`config.mk`:
```
export PLATFORM = sky130hd
export DESIGN_NAME = wedge_to_tetrahedra_split_flat
export DESIGN_NICKNAME = d
export VERILOG_FILES = /design/src/sv/wtt_pkg.sv /design/src/sv/wtt_if.sv /design/src/sv/wtt_sort.sv /design/src/sv/wtt_emit.sv /design/src/sv/wedge_to_tetrahedra_split.sv /design/src/flat_wrapper.sv
export SDC_FILE = /design/constraint.sdc
export NUM_CORES = 2
export LEC_CHECK = 0
export BUFFER_PORTS_ARGS = -buffer_cell sky130_fd_sc_hd__buf_2
export CORE_ASPECT_RATIO = 0.8
export CORE_MARGIN = 1.5
export CORE_UTILIZATION = 25
export DETAILED_ROUTE_END_ITERATION = 10
export PLACE_DENSITY = 0.44
export SYNTH_ARGS = -nofsm -noshare
export SYNTH_HDL_FRONTEND = slang
export SYNTH_SLANG_ARGS = --single-unit
```
`constraint.sdc`:
```
create_clock -name clk_i -period 14.75 [get_ports clk_i]
set_input_delay 1.475 -clock clk_i [delete_from_list [all_inputs] [get_ports clk_i]]
set_output_delay 1.475 -clock clk_i [all_outputs]
set_load 0.1 [all_outputs]
```
`src/sv/wtt_pkg.sv`:
```
// ----------------------------------------------------------------------------
// Wedge splitter package
// Shared types, lookup tables and helpers for the wedge / quad-face splitter.
// ----------------------------------------------------------------------------
package wtt_pkg;

  // Port widths of one node id and one group id
  localparam int unsigned IdW  = 32;
  localparam int unsigned GrpW = 16;

  // Significant bits of a node id; higher bits are cleared on entry
  localparam int unsigned NODE_ID_BITS = 32;

  typedef logic [IdW-1:0]  id_t;
  typedef logic [GrpW-1:0] grp_t;
  typedef logic [2:0]      loc_t;   // local node index 0..5

  typedef enum logic {
    CMD_WEDGE = 1'b0,
    CMD_QUAD  = 1'b1
  } cmd_e;

  // Renumbering of the wedge so that local node r becomes node 0
  localparam loc_t RotTab [6][6] = '{
    '{3'd0, 3'd1, 3'd2, 3'd3, 3'd4, 3'd5},
    '{3'd1, 3'd2, 3'd0, 3'd4, 3'd5, 3'd3},
    '{3'd2, 3'd0, 3'd1, 3'd5, 3'd3, 3'd4},
    '{3'd3, 3'd4, 3'd5, 3'd0, 3'd1, 3'd2},
    '{3'd4, 3'd5, 3'd3, 3'd1, 3'd2, 3'd0},
    '{3'd5, 3'd3, 3'd4, 3'd2, 3'd0, 3'd1}
  };

  // Corners of the quad face whose diagonal is still open, in face order
  localparam loc_t FreeFace [4] = '{3'd2, 3'd5, 3'd4, 3'd1};

  // Three tetrahedra for diagonal 2-4 (index 0) and diagonal 1-5 (index 1)
  localparam loc_t TetTab [2][3][4] = '{
    '{'{3'd0, 3'd3, 3'd4, 3'd5}, '{3'd0, 3'd1, 3'd2, 3'd4}, '{3'd0, 3'd4, 3'd2, 3'd5}},
    '{'{3'd0, 3'd3, 3'd4, 3'd5}, '{3'd0, 3'd5, 3'd4, 3'd1}, '{3'd0, 3'd1, 3'd2, 3'd5}}
  };

  // One element on its way through the ordering pipeline
  typedef struct packed {
    cmd_e                  cmd;
    logic [5:0][IdW-1:0]   n;     // node ids, renumbered from the rotate stage on
    grp_t                  grp;
    loc_t                  l;     // lowest local node
    logic                  sel;   // 1: split along diagonal 1-5
  } item_t;

  // One produced tetrahedron or triangle
  typedef struct packed {
    logic [3:0][IdW-1:0]   c;
    grp_t                  grp;
    logic                  last;
  } piece_t;

  // Clear node id bits above the significant width
  function automatic id_t mask_id(id_t v);
    id_t r;
    for (int b = 0; b < IdW; b++) begin
      r[b] = (b < NODE_ID_BITS) ? v[b] : 1'b0;
    end
    return r;
  endfunction

endpackage

```
`src/sv/wtt_if.sv`:
```
// ----------------------------------------------------------------------------
// Wedge splitter channels
// Valid/ready channels for source elements and for produced pieces.
// ----------------------------------------------------------------------------
interface wtt_in_if import wtt_pkg::*; ();
  logic valid;
  logic ready;
  logic command;
  id_t  node0;
  id_t  node1;
  id_t  node2;
  id_t  node3;
  id_t  node4;
  id_t  node5;
  grp_t group_id;

  modport source (
    output valid, command, node0, node1, node2, node3, node4, node5, group_id,
    input  ready
  );
  modport sink (
    input  valid, command, node0, node1, node2, node3, node4, node5, group_id,
    output ready
  );
endinterface

interface wtt_out_if import wtt_pkg::*; ();
  logic valid;
  logic ready;
  id_t  corner0;
  id_t  corner1;
  id_t  corner2;
  id_t  corner3;
  grp_t piece_group;
  logic last;

  modport source (
    output valid, corner0, corner1, corner2, corner3, piece_group, last,
    input  ready
  );
  modport sink (
    input  valid, corner0, corner1, corner2, corner3, piece_group, last,
    output ready
  );
endinterface

```
`src/sv/wtt_sort.sv`:
```
// ----------------------------------------------------------------------------
// Wedge splitter ordering pipeline
// Four stages: capture, lowest node search, renumbering, diagonal choice.
// ----------------------------------------------------------------------------
module wtt_sort import wtt_pkg::*; (
  input  logic         clk_i,
  input  logic         rst_ni,
  wtt_in_if.sink       in_i,
  output item_t        item_o,
  output logic         item_valid_o,
  input  logic         item_ready_i
);

  logic [3:0] v_q;
  item_t      s_q [4];
  item_t      s_d [4];
  logic [3:0] rdy;
  logic [3:0] up_v;

  // Stage handshake: a stage takes a word when empty or when it is moving on
  always_comb begin
    for (int k = 0; k < 4; k++) begin
      up_v[k] = (k == 0) ? in_i.valid : v_q[(k == 0) ? 0 : k - 1];
    end
    rdy[3] = !v_q[3] || item_ready_i;
    for (int k = 2; k >= 0; k--) begin
      rdy[k] = !v_q[k] || rdy[k + 1];
    end
  end

  assign in_i.ready   = rdy[0];
  assign item_valid_o = v_q[3];
  assign item_o       = s_q[3];

  // Capture: mask node ids
  always_comb begin
    s_d[0].cmd  = cmd_e'(in_i.command);
    s_d[0].n[0] = mask_id(in_i.node0);
    s_d[0].n[1] = mask_id(in_i.node1);
    s_d[0].n[2] = mask_id(in_i.node2);
    s_d[0].n[3] = mask_id(in_i.node3);
    s_d[0].n[4] = mask_id(in_i.node4);
    s_d[0].n[5] = mask_id(in_i.node5);
    s_d[0].grp  = in_i.group_id;
    s_d[0].l    = '0;
    s_d[0].sel  = 1'b0;
  end

  // Lowest node: pairwise tree, the lower index wins a tie
  always_comb begin
    loc_t p01, p23, p45, q4, q6;
    p01 = (s_q[0].n[1] < s_q[0].n[0]) ? 3'd1 : 3'd0;
    p23 = (s_q[0].n[3] < s_q[0].n[2]) ? 3'd3 : 3'd2;
    p45 = (s_q[0].n[5] < s_q[0].n[4]) ? 3'd5 : 3'd4;
    q4  = (s_q[0].n[p23] < s_q[0].n[p01]) ? p23 : p01;
    q6  = (s_q[0].n[p45] < s_q[0].n[q4]) ? p45 : q4;
    s_d[1]   = s_q[0];
    s_d[1].l = (s_q[0].cmd == CMD_QUAD) ? q4 : q6;
  end

  // Renumber: rotate the wedge, or start the quad at its lowest corner
  always_comb begin
    loc_t src;
    s_d[2] = s_q[1];
    for (int k = 0; k < 6; k++) begin
      if (s_q[1].cmd == CMD_QUAD) begin
        if (k < 4) begin
          src = {1'b0, 2'(s_q[1].l[1:0] + 2'(k))};
        end else begin
          src = loc_t'(k);
        end
      end else begin
        src = RotTab[s_q[1].l][k];
      end
      s_d[2].n[k] = s_q[1].n[src];
    end
  end

  // Diagonal: lowest corner of the open face, an odd face position picks 1-5
  always_comb begin
    logic [1:0] a, b, m;
    a = (s_q[2].n[FreeFace[1]] < s_q[2].n[FreeFace[0]]) ? 2'd1 : 2'd0;
    b = (s_q[2].n[FreeFace[3]] < s_q[2].n[FreeFace[2]]) ? 2'd3 : 2'd2;
    m = (s_q[2].n[FreeFace[b]] < s_q[2].n[FreeFace[a]]) ? b : a;
    s_d[3]     = s_q[2];
    s_d[3].sel = m[0];
  end

  // Advance valid bits
  always_ff @(posedge clk_i or negedge rst_ni) begin
    if (!rst_ni) begin
      v_q <= '0;
    end else begin
      for (int k = 0; k < 4; k++) begin
        if (rdy[k]) begin
          v_q[k] <= up_v[k];
        end
      end
    end
  end

  // Advance payload
  always_ff @(posedge clk_i) begin
    for (int k = 0; k < 4; k++) begin
      if (rdy[k] && up_v[k]) begin
        s_q[k] <= s_d[k];
      end
    end
  end

endmodule

```
`src/sv/wtt_emit.sv`:
```
// ----------------------------------------------------------------------------
// Wedge splitter piece sequencer
// Holds one ordered element; issues its pieces one per cycle unless stalled.
// ----------------------------------------------------------------------------
module wtt_emit import wtt_pkg::*; (
  input  logic         clk_i,
  input  logic         rst_ni,
  input  item_t        item_i,
  input  logic         item_valid_i,
  output logic         item_ready_o,
  wtt_out_if.source    out_o
);

  logic       em_v_q, em_v_d;
  item_t      em_q;
  logic [1:0] cnt_q, cnt_d;
  logic       out_v_q, out_v_d;
  piece_t     pc_q, pc_d;
  logic       out_free;
  logic       fire;
  logic       last_pc;

  assign out_free     = !out_v_q || out_o.ready;
  assign fire         = em_v_q && out_free;
  assign last_pc      = (em_q.cmd == CMD_QUAD) ? (cnt_q == 2'd1) : (cnt_q == 2'd2);
  assign item_ready_o = !em_v_q || (fire && last_pc);

  // Build the current piece
  always_comb begin
    pc_d.grp  = em_q.grp;
    pc_d.last = last_pc;
    if (em_q.cmd == CMD_QUAD) begin
      pc_d.c[3] = '0;
      if (cnt_q == 2'd0) begin
        pc_d.c[0] = em_q.n[0];
        pc_d.c[1] = em_q.n[1];
        pc_d.c[2] = em_q.n[2];
      end else begin
        pc_d.c[0] = em_q.n[2];
        pc_d.c[1] = em_q.n[3];
        pc_d.c[2] = em_q.n[0];
      end
    end else begin
      for (int k = 0; k < 4; k++) begin
        pc_d.c[k] = em_q.n[TetTab[em_q.sel][cnt_q][k]];
      end
    end
  end

  // Load a new element, or step through the pieces of the held one
  always_comb begin
    em_v_d = em_v_q;
    cnt_d  = cnt_q;
    if (item_ready_o) begin
      em_v_d = item_valid_i;
      cnt_d  = '0;
    end else if (fire) begin
      cnt_d = cnt_q + 2'd1;
    end
    out_v_d = out_v_q;
    if (fire) begin
      out_v_d = 1'b1;
    end else if (out_o.ready) begin
      out_v_d = 1'b0;
    end
  end

  always_ff @(posedge clk_i or negedge rst_ni) begin
    if (!rst_ni) begin
      em_v_q  <= 1'b0;
      cnt_q   <= '0;
      out_v_q <= 1'b0;
    end else begin
      em_v_q  <= em_v_d;
      cnt_q   <= cnt_d;
      out_v_q <= out_v_d;
    end
  end

  // Hold element and output payload
  always_ff @(posedge clk_i) begin
    if (item_ready_o && item_valid_i) begin
      em_q <= item_i;
    end
    if (fire) begin
      pc_q <= pc_d;
    end
  end

  assign out_o.valid       = out_v_q;
  assign out_o.corner0     = pc_q.c[0];
  assign out_o.corner1     = pc_q.c[1];
  assign out_o.corner2     = pc_q.c[2];
  assign out_o.corner3     = pc_q.c[3];
  assign out_o.piece_group = pc_q.grp;
  assign out_o.last        = pc_q.last;

endmodule

```
`src/sv/wedge_to_tetrahedra_split.sv`:
```
// Data passes the four ordering stages, the held element and the output register.
// The single piece sequencer issues one piece per cycle unless the output stalls;
// a wedge yields three tetrahedra, a quad face two triangles. The ordering stages
// accept an element every cycle unless backed up and fill while pieces go out.
// Reset (rst_ni low, asynchronous) empties every stage; no clearing pass follows.
// ----------------------------------------------------------------------------
// Wedge / quad-face splitter
// Splits a wedge into three tetrahedra or a quad face into two triangles
// along the diagonal through the lowest node id.
// ----------------------------------------------------------------------------
module wedge_to_tetrahedra_split import wtt_pkg::*; (
  input  logic         clk_i,
  input  logic         rst_ni,
  wtt_in_if.sink       in_i,
  wtt_out_if.source    out_o
);

  item_t item;
  logic  item_valid;
  logic  item_ready;

  // Order the nodes and choose the split
  wtt_sort u_sort (
    .clk_i        (clk_i),
    .rst_ni       (rst_ni),
    .in_i         (in_i),
    .item_o       (item),
    .item_valid_o (item_valid),
    .item_ready_i (item_ready)
  );

  // Issue the pieces
  wtt_emit u_emit (
    .clk_i        (clk_i),
    .rst_ni       (rst_ni),
    .item_i       (item),
    .item_valid_i (item_valid),
    .item_ready_o (item_ready),
    .out_o        (out_o)
  );

endmodule

```
`src/flat_wrapper.sv`:
```
// flat-port wrapper written by rule: the top's interface ports become plain ports
module wedge_to_tetrahedra_split_flat import wtt_pkg::*;
  (clk_i, rst_ni, in_i_valid, in_i_command, in_i_node0, in_i_node1, in_i_node2, in_i_node3, in_i_node4, in_i_node5, in_i_group_id, in_i_ready, out_o_valid, out_o_corner0, out_o_corner1, out_o_corner2, out_o_corner3, out_o_piece_group, out_o_last, out_o_ready);
  wtt_in_if in_i_i ();
  wtt_out_if out_o_i ();
  input  logic clk_i;
  input  logic rst_ni;
  input wire logic [$bits(in_i_i.valid)-1:0] in_i_valid;
  input wire logic [$bits(in_i_i.command)-1:0] in_i_command;
  input wire logic [$bits(in_i_i.node0)-1:0] in_i_node0;
  input wire logic [$bits(in_i_i.node1)-1:0] in_i_node1;
  input wire logic [$bits(in_i_i.node2)-1:0] in_i_node2;
  input wire logic [$bits(in_i_i.node3)-1:0] in_i_node3;
  input wire logic [$bits(in_i_i.node4)-1:0] in_i_node4;
  input wire logic [$bits(in_i_i.node5)-1:0] in_i_node5;
  input wire logic [$bits(in_i_i.group_id)-1:0] in_i_group_id;
  output wire logic [$bits(in_i_i.ready)-1:0] in_i_ready;
  output wire logic [$bits(out_o_i.valid)-1:0] out_o_valid;
  output wire logic [$bits(out_o_i.corner0)-1:0] out_o_corner0;
  output wire logic [$bits(out_o_i.corner1)-1:0] out_o_corner1;
  output wire logic [$bits(out_o_i.corner2)-1:0] out_o_corner2;
  output wire logic [$bits(out_o_i.corner3)-1:0] out_o_corner3;
  output wire logic [$bits(out_o_i.piece_group)-1:0] out_o_piece_group;
  output wire logic [$bits(out_o_i.last)-1:0] out_o_last;
  input wire logic [$bits(out_o_i.ready)-1:0] out_o_ready;
  assign in_i_i.valid = in_i_valid;
  assign in_i_i.command = in_i_command;
  assign in_i_i.node0 = in_i_node0;
  assign in_i_i.node1 = in_i_node1;
  assign in_i_i.node2 = in_i_node2;
  assign in_i_i.node3 = in_i_node3;
  assign in_i_i.node4 = in_i_node4;
  assign in_i_i.node5 = in_i_node5;
  assign in_i_i.group_id = in_i_group_id;
  assign in_i_ready = in_i_i.ready;
  assign out_o_valid = out_o_i.valid;
  assign out_o_corner0 = out_o_i.corner0;
  assign out_o_corner1 = out_o_i.corner1;
  assign out_o_corner2 = out_o_i.corner2;
  assign out_o_corner3 = out_o_i.corner3;
  assign out_o_piece_group = out_o_i.piece_group;
  assign out_o_last = out_o_i.last;
  assign out_o_i.ready = out_o_ready;
  wedge_to_tetrahedra_split u_core (.clk_i(clk_i), .rst_ni(rst_ni), .in_i(in_i_i), .out_o(out_o_i));
endmodule
```
# After elaboration in Yosys (flattened, before gate mapping)
# Memories as Yosys holds them, arrays and structs flattened. A register that Yosys moved wholly into a read port is not among the register bits.
# Cells that the tools add are included.
[totals] mem_bits_ro=144 mem_count=2 mem_bits_rw=852 output_inout_bits=147 ff_bits=153 latch_bits=0
[mem_list] memory="u_core.u_sort.s_q" words=4 word_bits=213 rd=4 rd_clocked_by_memory_dff=1 wr=4 line_no="wtt_sort.sv:15" rtl="item_t s_q [4];"
[mem_list] memory="(name not given)" words=8 word_bits=18 rd=1 rd_clocked_by_memory_dff=0 wr=0 line_no="wtt_sort.sv:73" rtl="src = RotTab[s_q[1].l][k];"
[classes] reduce_logical=22 multipliers=0 n_lt_le_gt_ge=29 muxes=76 n_bitwise=5 n_eq_ne=2 n_addsub=4 shifts=0 div=0
[ops] cell="32-bit binary-select mux with 3-bit select" n=16
[ops] cell="32-bit 2-to-1 mux" n=16
[ops] cell="32-bit less-than comparator" n=8
[ops] cell="96-bit 2-to-1 mux" n=2
[ops] cell="36-bit 2-to-1 mux" n=2
[ops] cell="3-bit by 4-bit less-than comparator with 1-bit output (second input constant)" n=13
[ops] cell="18-bit 2-to-1 mux" n=2
[ops] cell="3-bit 2-to-1 mux" n=12
[ops] cell="12-bit binary-select mux with 2-bit select" n=1
[ops] cell="12-bit 2-to-1 mux" n=2
[ops] cell="21-bit 2-to-1 mux" n=1
[ops] cell="1-bit 2-to-1 mux" n=17
[ops] cell="3-bit binary-select mux with 2-bit select" n=2
[ops] cell="3-bit greater-or-equal comparator (second input constant)" n=3
[ops] cell="2-bit by 4-bit less-than comparator with 1-bit output (second input constant)" n=2
[ops] cell="1-bit logical AND" n=7
[ops] cell="1-bit logical NOT" n=6
[ops] cell="1-bit logical OR" n=6
[ops] cell="2-bit 2-to-1 mux" n=3
[ops] cell="2-bit inverter with 3-bit output" n=2
[ops] cell="2-bit by 1-bit adder with 2-bit output (second input constant)" n=2
[ops] cell="2-bit adder (second input constant)" n=2
[ops] cell="4-bit greater-or-equal comparator (second input constant)" n=1
[ops] cell="1-bit by 4-bit less-than comparator with 1-bit output (second input constant)" n=1
[ops] cell="8 further kinds" n=9

# Depth between registers and ports, before layout
[logic_depth] word_depth=12 ltp_mapped=34 mapped_depth_nobuf=30

# Hierarchy
# Synthesis repeated with hierarchy kept, for this count alone.
[unflattened] hier_cells=4099 area_unflattened_um2=58497.4
[modules_own_cells] mod="wtt_sort" cells_each=3029 seq_area_each_um2=25504.5 area_each_um2=42540.8 n_inst=1
[modules_own_cells] mod="wtt_emit" cells_each=1070 seq_area_each_um2=10760.3 area_each_um2=15956.6 n_inst=1

# Least setup slack after synthesis
# OpenSTA, ideal clock, no wires.
[synth_timing] kind="input -> register" start="input out_o_ready" end="register u_core.u_emit.em_q[0] (netlist name)" setup_time_ps=807 t_arrival_ps=11047 required_ps=13943 n_path_buf=0 stages=3 setup_slack_ps=2896 cell_sequence="nand2b_1 > a21boi_0 > nor2b_1"
[synth_via] elab_chain_cells=5
[synth_lines] element="start, declared" line_no="flat_wrapper.sv:25" rtl="input wire logic [$bits(out_o_i.ready)-1:0] out_o_ready;"
[synth_lines] element="1-bit logical OR" line_no="wtt_emit.sv:23" rtl="assign out_free = !out_v_q || out_o.ready;"
[synth_lines] element="1-bit logical AND" line_no="wtt_emit.sv:24" rtl="assign fire = em_v_q && out_free;"
[synth_lines] element="1-bit logical AND" line_no="wtt_emit.sv:26" rtl="assign item_ready_o = !em_v_q || (fire && last_pc);"
[synth_lines] element="1-bit logical OR" line_no="wtt_emit.sv:26"
[synth_lines] element="1-bit logical AND" line_no="wtt_emit.sv:82" rtl="if (item_ready_o && item_valid_i) begin"
# No other way between the ends.
# A chain may end at the register's enable or synchronous reset.

==> flow_summary.json <==
{
  "status": "finished, final reports clean",
  "worstHoldEndpoint": "u_core.u_emit.out_o.piece_group[1]",
  "tritoncts": "done",
  "clk_pin_slew_worst_paths_ns": 0.06,
  "synthTopCellsByArea": "edfxtp_1, mux4_2, mux2i_1, ha_1, o21ai_0",
  "dp_slack_ns": 6.45,
  "crit_path_max_incr_delay_ns": 0.99,
  "crit_type": "flip-flop to flip-flop",
  "start_kind": "flip-flop",
  "rr_worst_depth": 24,
  "grt_max_degree": 162,
  "rsz0062_at_grt": "false",
  "cp-end-kind": "flip-flop",
  "area_growth_pct": 17.6,
  "rrSetupSlack_ns": 6.61,
  "netlist_instances": 4024,
  "synthDistinctLibCells": 51,
  "p_int_w": 0.00873,
  "combPwrFrac_pct": 37.3,
  "clock_power_share_pct": 24.6,
  "syn_area_mm2": 0.0577,
  "timing.fmax_mhz": 123,
  "utilization_pct": 29.6,
  "crit_family": "compound AO/OA/AOI/OAI gates",
  "port_buffers": 359,
  "die_area_mm2": 0.234,
  "fin_ws_ns": 6.61,
  "worstMarginPinSlew_ns": 1.17,
  "p_leak_nw": 24.9,
  "hold_buffers": 0,
  "cts_sinks": 1203,
  "swShare_pct": 39.9,
  "drv_cap": 0,
  "synth-seq-cells": 1203,
  "yosysSeqAreaShare_pct": 62.5,
  "cts_htree_levels": 4,
  "grt_pass1_wl_um": 265000,
  "drtPass1Iterations": 5,
  "drtIter0Drc": 3624,
  "io_pins": 360,
  "ir_worst_vdd_mv": 0.108,
  "wl_per_cell_um": 25.4,
  "mostFrequentLayoutCell": "edfxtp_1",
  "hp-class": "flip-flop to flip-flop",
  "synth_warnings": 0,
  "core_mm2": 0.229,
  "post_cts_buffers": 0,
  "cts_resized": 0,
  "r2r_end": "u_core.u_sort.s_q[1][1]",
  "crit_chain": "ha_1 -> and4_1 -> nand2b_1 -> a211o_1 -> o211ai_1 -> a31oi_4 -> o21ai_0 -> ha_1 -> nand4_1 -> nor4_1 -> nand3_1 -> o211ai_1 -> buf_4 -> o21ai_0 -> ha_1 -> a21o_1 -> a21o_1 -> a21oi_1 -> o21ai_0 -> a2111oi_0 -> o21ai_0 -> a21oi_1 -> o41a_1 -> mux2_1",
  "hold_ws_ns": 0.401,
  "crit_required_ns": 15.28,
  "synth_nets": 4490,
  "grt_overflow": 0,
  "die_h_um": 433,
  "path_depth": 24,
  "worst_path_most_repeated_cell": "o21ai_0",
  "final_cell_mix": "edfxtp_1, mux2i_1, nand2_1",
  "gp_congestion": 0.861,
  "setup_viol": 0,
  "r2r_start": "u_core.u_sort.s_q[0][143]",
  "insertion_delay_ns": 0.80,
  "power.density_mw_per_mm2": 214,
  "async_reset_ff_share_pct": 0.665,
  "dieWidth_um": 540,
  "drive_above_1_share_pct": 20.6,
  "grt_usage_pct": 15.9,
  "nFillCells": 22900,
  "cp_max_fo": 66,
  "p_sw_w": 0.00579,
  "synth_edf_count": 1195,
  "path_buf_inv": 1,
  "fin_crit_sh_pct": 55.2,
  "min_from": "u_core.u_emit.em_q[5]",
  "slew_headroom_pct": 21.0,
  "drc": 0,
  "fp-row-count": 157,
  "post-route-min-period_ns": 8.14,
  "via_per_inst": 4.74,
  "slowest_stage": "nor4_1",
  "nets": 4817,
  "synth_area_per_cell_um2": 14.3,
  "cts_made_buffers": 139,
  "cts_root_buffer": "clkbuf_16",
  "grt_pass1_vias": 33600,
  "hold_viol": 0,
  "synth_top_area_cell": "edfxtp_1",
  "whs_path_depth": 0,
  "yosysTopAreaCellShare_pct": 62.2,
  "finalClockSkew_ns": 0.0374,
  "start_util_pct": 25.2,
  "synthFlopType": "edfxtp_1",
  "antenna_found_initial": 25,
  "place_hpwl_um": 139000,
  "p_seq_share_pct": 38.1,
  "vias": 35500,
  "drt-total-wl_um": 190000,
  "multiInputGateArea_mm2": 0.0202,
  "cp_data_arrival_time_ns": 8.67,
  "finalSetupTns_ns": 0,
  "drv_slew": 0,
  "clock_path_buffers": 3,
  "regArea_mm2": 0.0361,
  "numPlacedInstances": 7231,
  "final_cells": 7489,
  "ant_nets": 0
}
cells in the mapped netlist (10+ instances only):
library cell,n
nand3_1,48
a221oi_1,32
nand4_1,36
nand2b_1,19
o31ai_1,32
o211ai_1,42
o22ai_1,34
o21ai_0,324
edfxtp_1,1195
and2_1,10
ha_1,253
buf_1,48
inv_1,198
nand2_1,394
a21oi_1,210
a21o_1,62
mux2_2,65
nor2_1,103
clkbuf_1,178
mux2i_1,415
nor2b_1,12
a211oi_1,42
mux4_2,192
final cells by class:
class / instances / share of cell area (%)
flip-flops and latches: 1203 / 53.2
multi-input cells: 2396 / 29.9
well taps: 3021 / 5.57
clock buffers: 161 / 5.28
repair buffers: 413 / 3.34
clock inverters: 94 / 1.65
inverters: 198 / 1.10
diodes: 3 / 0.0111
routing by layer:
layer	global-route usage, %	part of all wire, %	vias to the layer above
met5	0	0.015	-
met4	3.47	1.8	4
met3	3.31	6.6	171
li1	-	-	16300
met1	25.7	53	17800
met2	20.9	39	1263
flip-flops by register name (all words and copies together) (netlist names):
| register | cells |
|---|---|
| u_core.u_emit.out_o.corner0 | 32 |
| u_core.u_emit.out_o.corner2 | 32 |
| u_core.u_emit.em_q | 210 |
| u_core.u_emit.out_o.corner1 | 32 |
| u_core.u_emit.out_o.valid | 1 |
| u_core.u_emit.out_o.last | 1 |
| u_core.u_emit.out_o.piece_group | 16 |
| u_core.u_emit.cnt_q | 2 |
| u_core.u_emit.em_v_q | 1 |
| u_core.u_sort.s_q | 840 |
| u_core.u_emit.out_o.corner3 | 32 |
| u_core.u_sort.v_q | 4 |
cells by family after synthesis:
kind of cell / share of synthesized area, %
compound gates: 8.45
xor+xnor: 0.0152
fa+ha+maj: 5.49
buf+inv: 2.77
flops: 62.5
mux: 16.0
simple gates: 4.73
worst reg2reg max path, stage by stage (launching register included):
cell       delay, ns
edfxtp_1        0.42
ha_1            0.33
and4_1          0.26
nand2b_1        0.14
a211o_1         0.16
o211ai_1        0.27
a31oi_4         0.76
o21ai_0         0.34
ha_1            0.38
nand4_1         0.18
nor4_1          0.99
nand3_1         0.18
o211ai_1        0.23
buf_4           0.52
o21ai_0         0.24
ha_1            0.32
a21o_1          0.16
a21o_1          0.16
a21oi_1         0.15
o21ai_0         0.17
a2111oi_0       0.62
o21ai_0         0.18
a21oi_1         0.18
o41a_1          0.22
mux2_1          0.33
worst max path at each step:
stage | from | end | slack [ns]
CTS | u_core.u_sort.s_q[0][143] | u_core.u_sort.s_q[1][1] | 6.44
finish | u_core.u_sort.s_q[0][143] | u_core.u_sort.s_q[1][1] | 6.61
global placement | u_core.u_sort.s_q[0][143] | u_core.u_sort.s_q[1][1] | 6.49
detailed placement | u_core.u_sort.s_q[0][143] | u_core.u_sort.s_q[1][1] | 6.45
floorplan | out_o_ready | u_core.u_emit.em_q[0] | 2.90
global route | u_core.u_sort.s_q[0][116] | u_core.u_sort.s_q[1][1] | 6.09
per-stage QoR:
step,power (W),area (um2)
after floorplan,0.00923,57700
after global placement,0.0110,63100
after detailed placement,0.0111,63100
after CTS,0.0147,67800
after global routing,0.0153,67800
final,0.0145,67800
power groups by stage:
stage	Clock [W]	Sequential (W)	Combinational, W
after detailed placement	0	0.00560	0.00546
final	0.00357	0.00553	0.00542
after CTS	0.00370	0.00553	0.00548
after floorplan	0	0.00604	0.00318
after global routing	0.00382	0.00561	0.00587
after global placement	0	0.00558	0.00545
(Power assumes the default switching activity.)
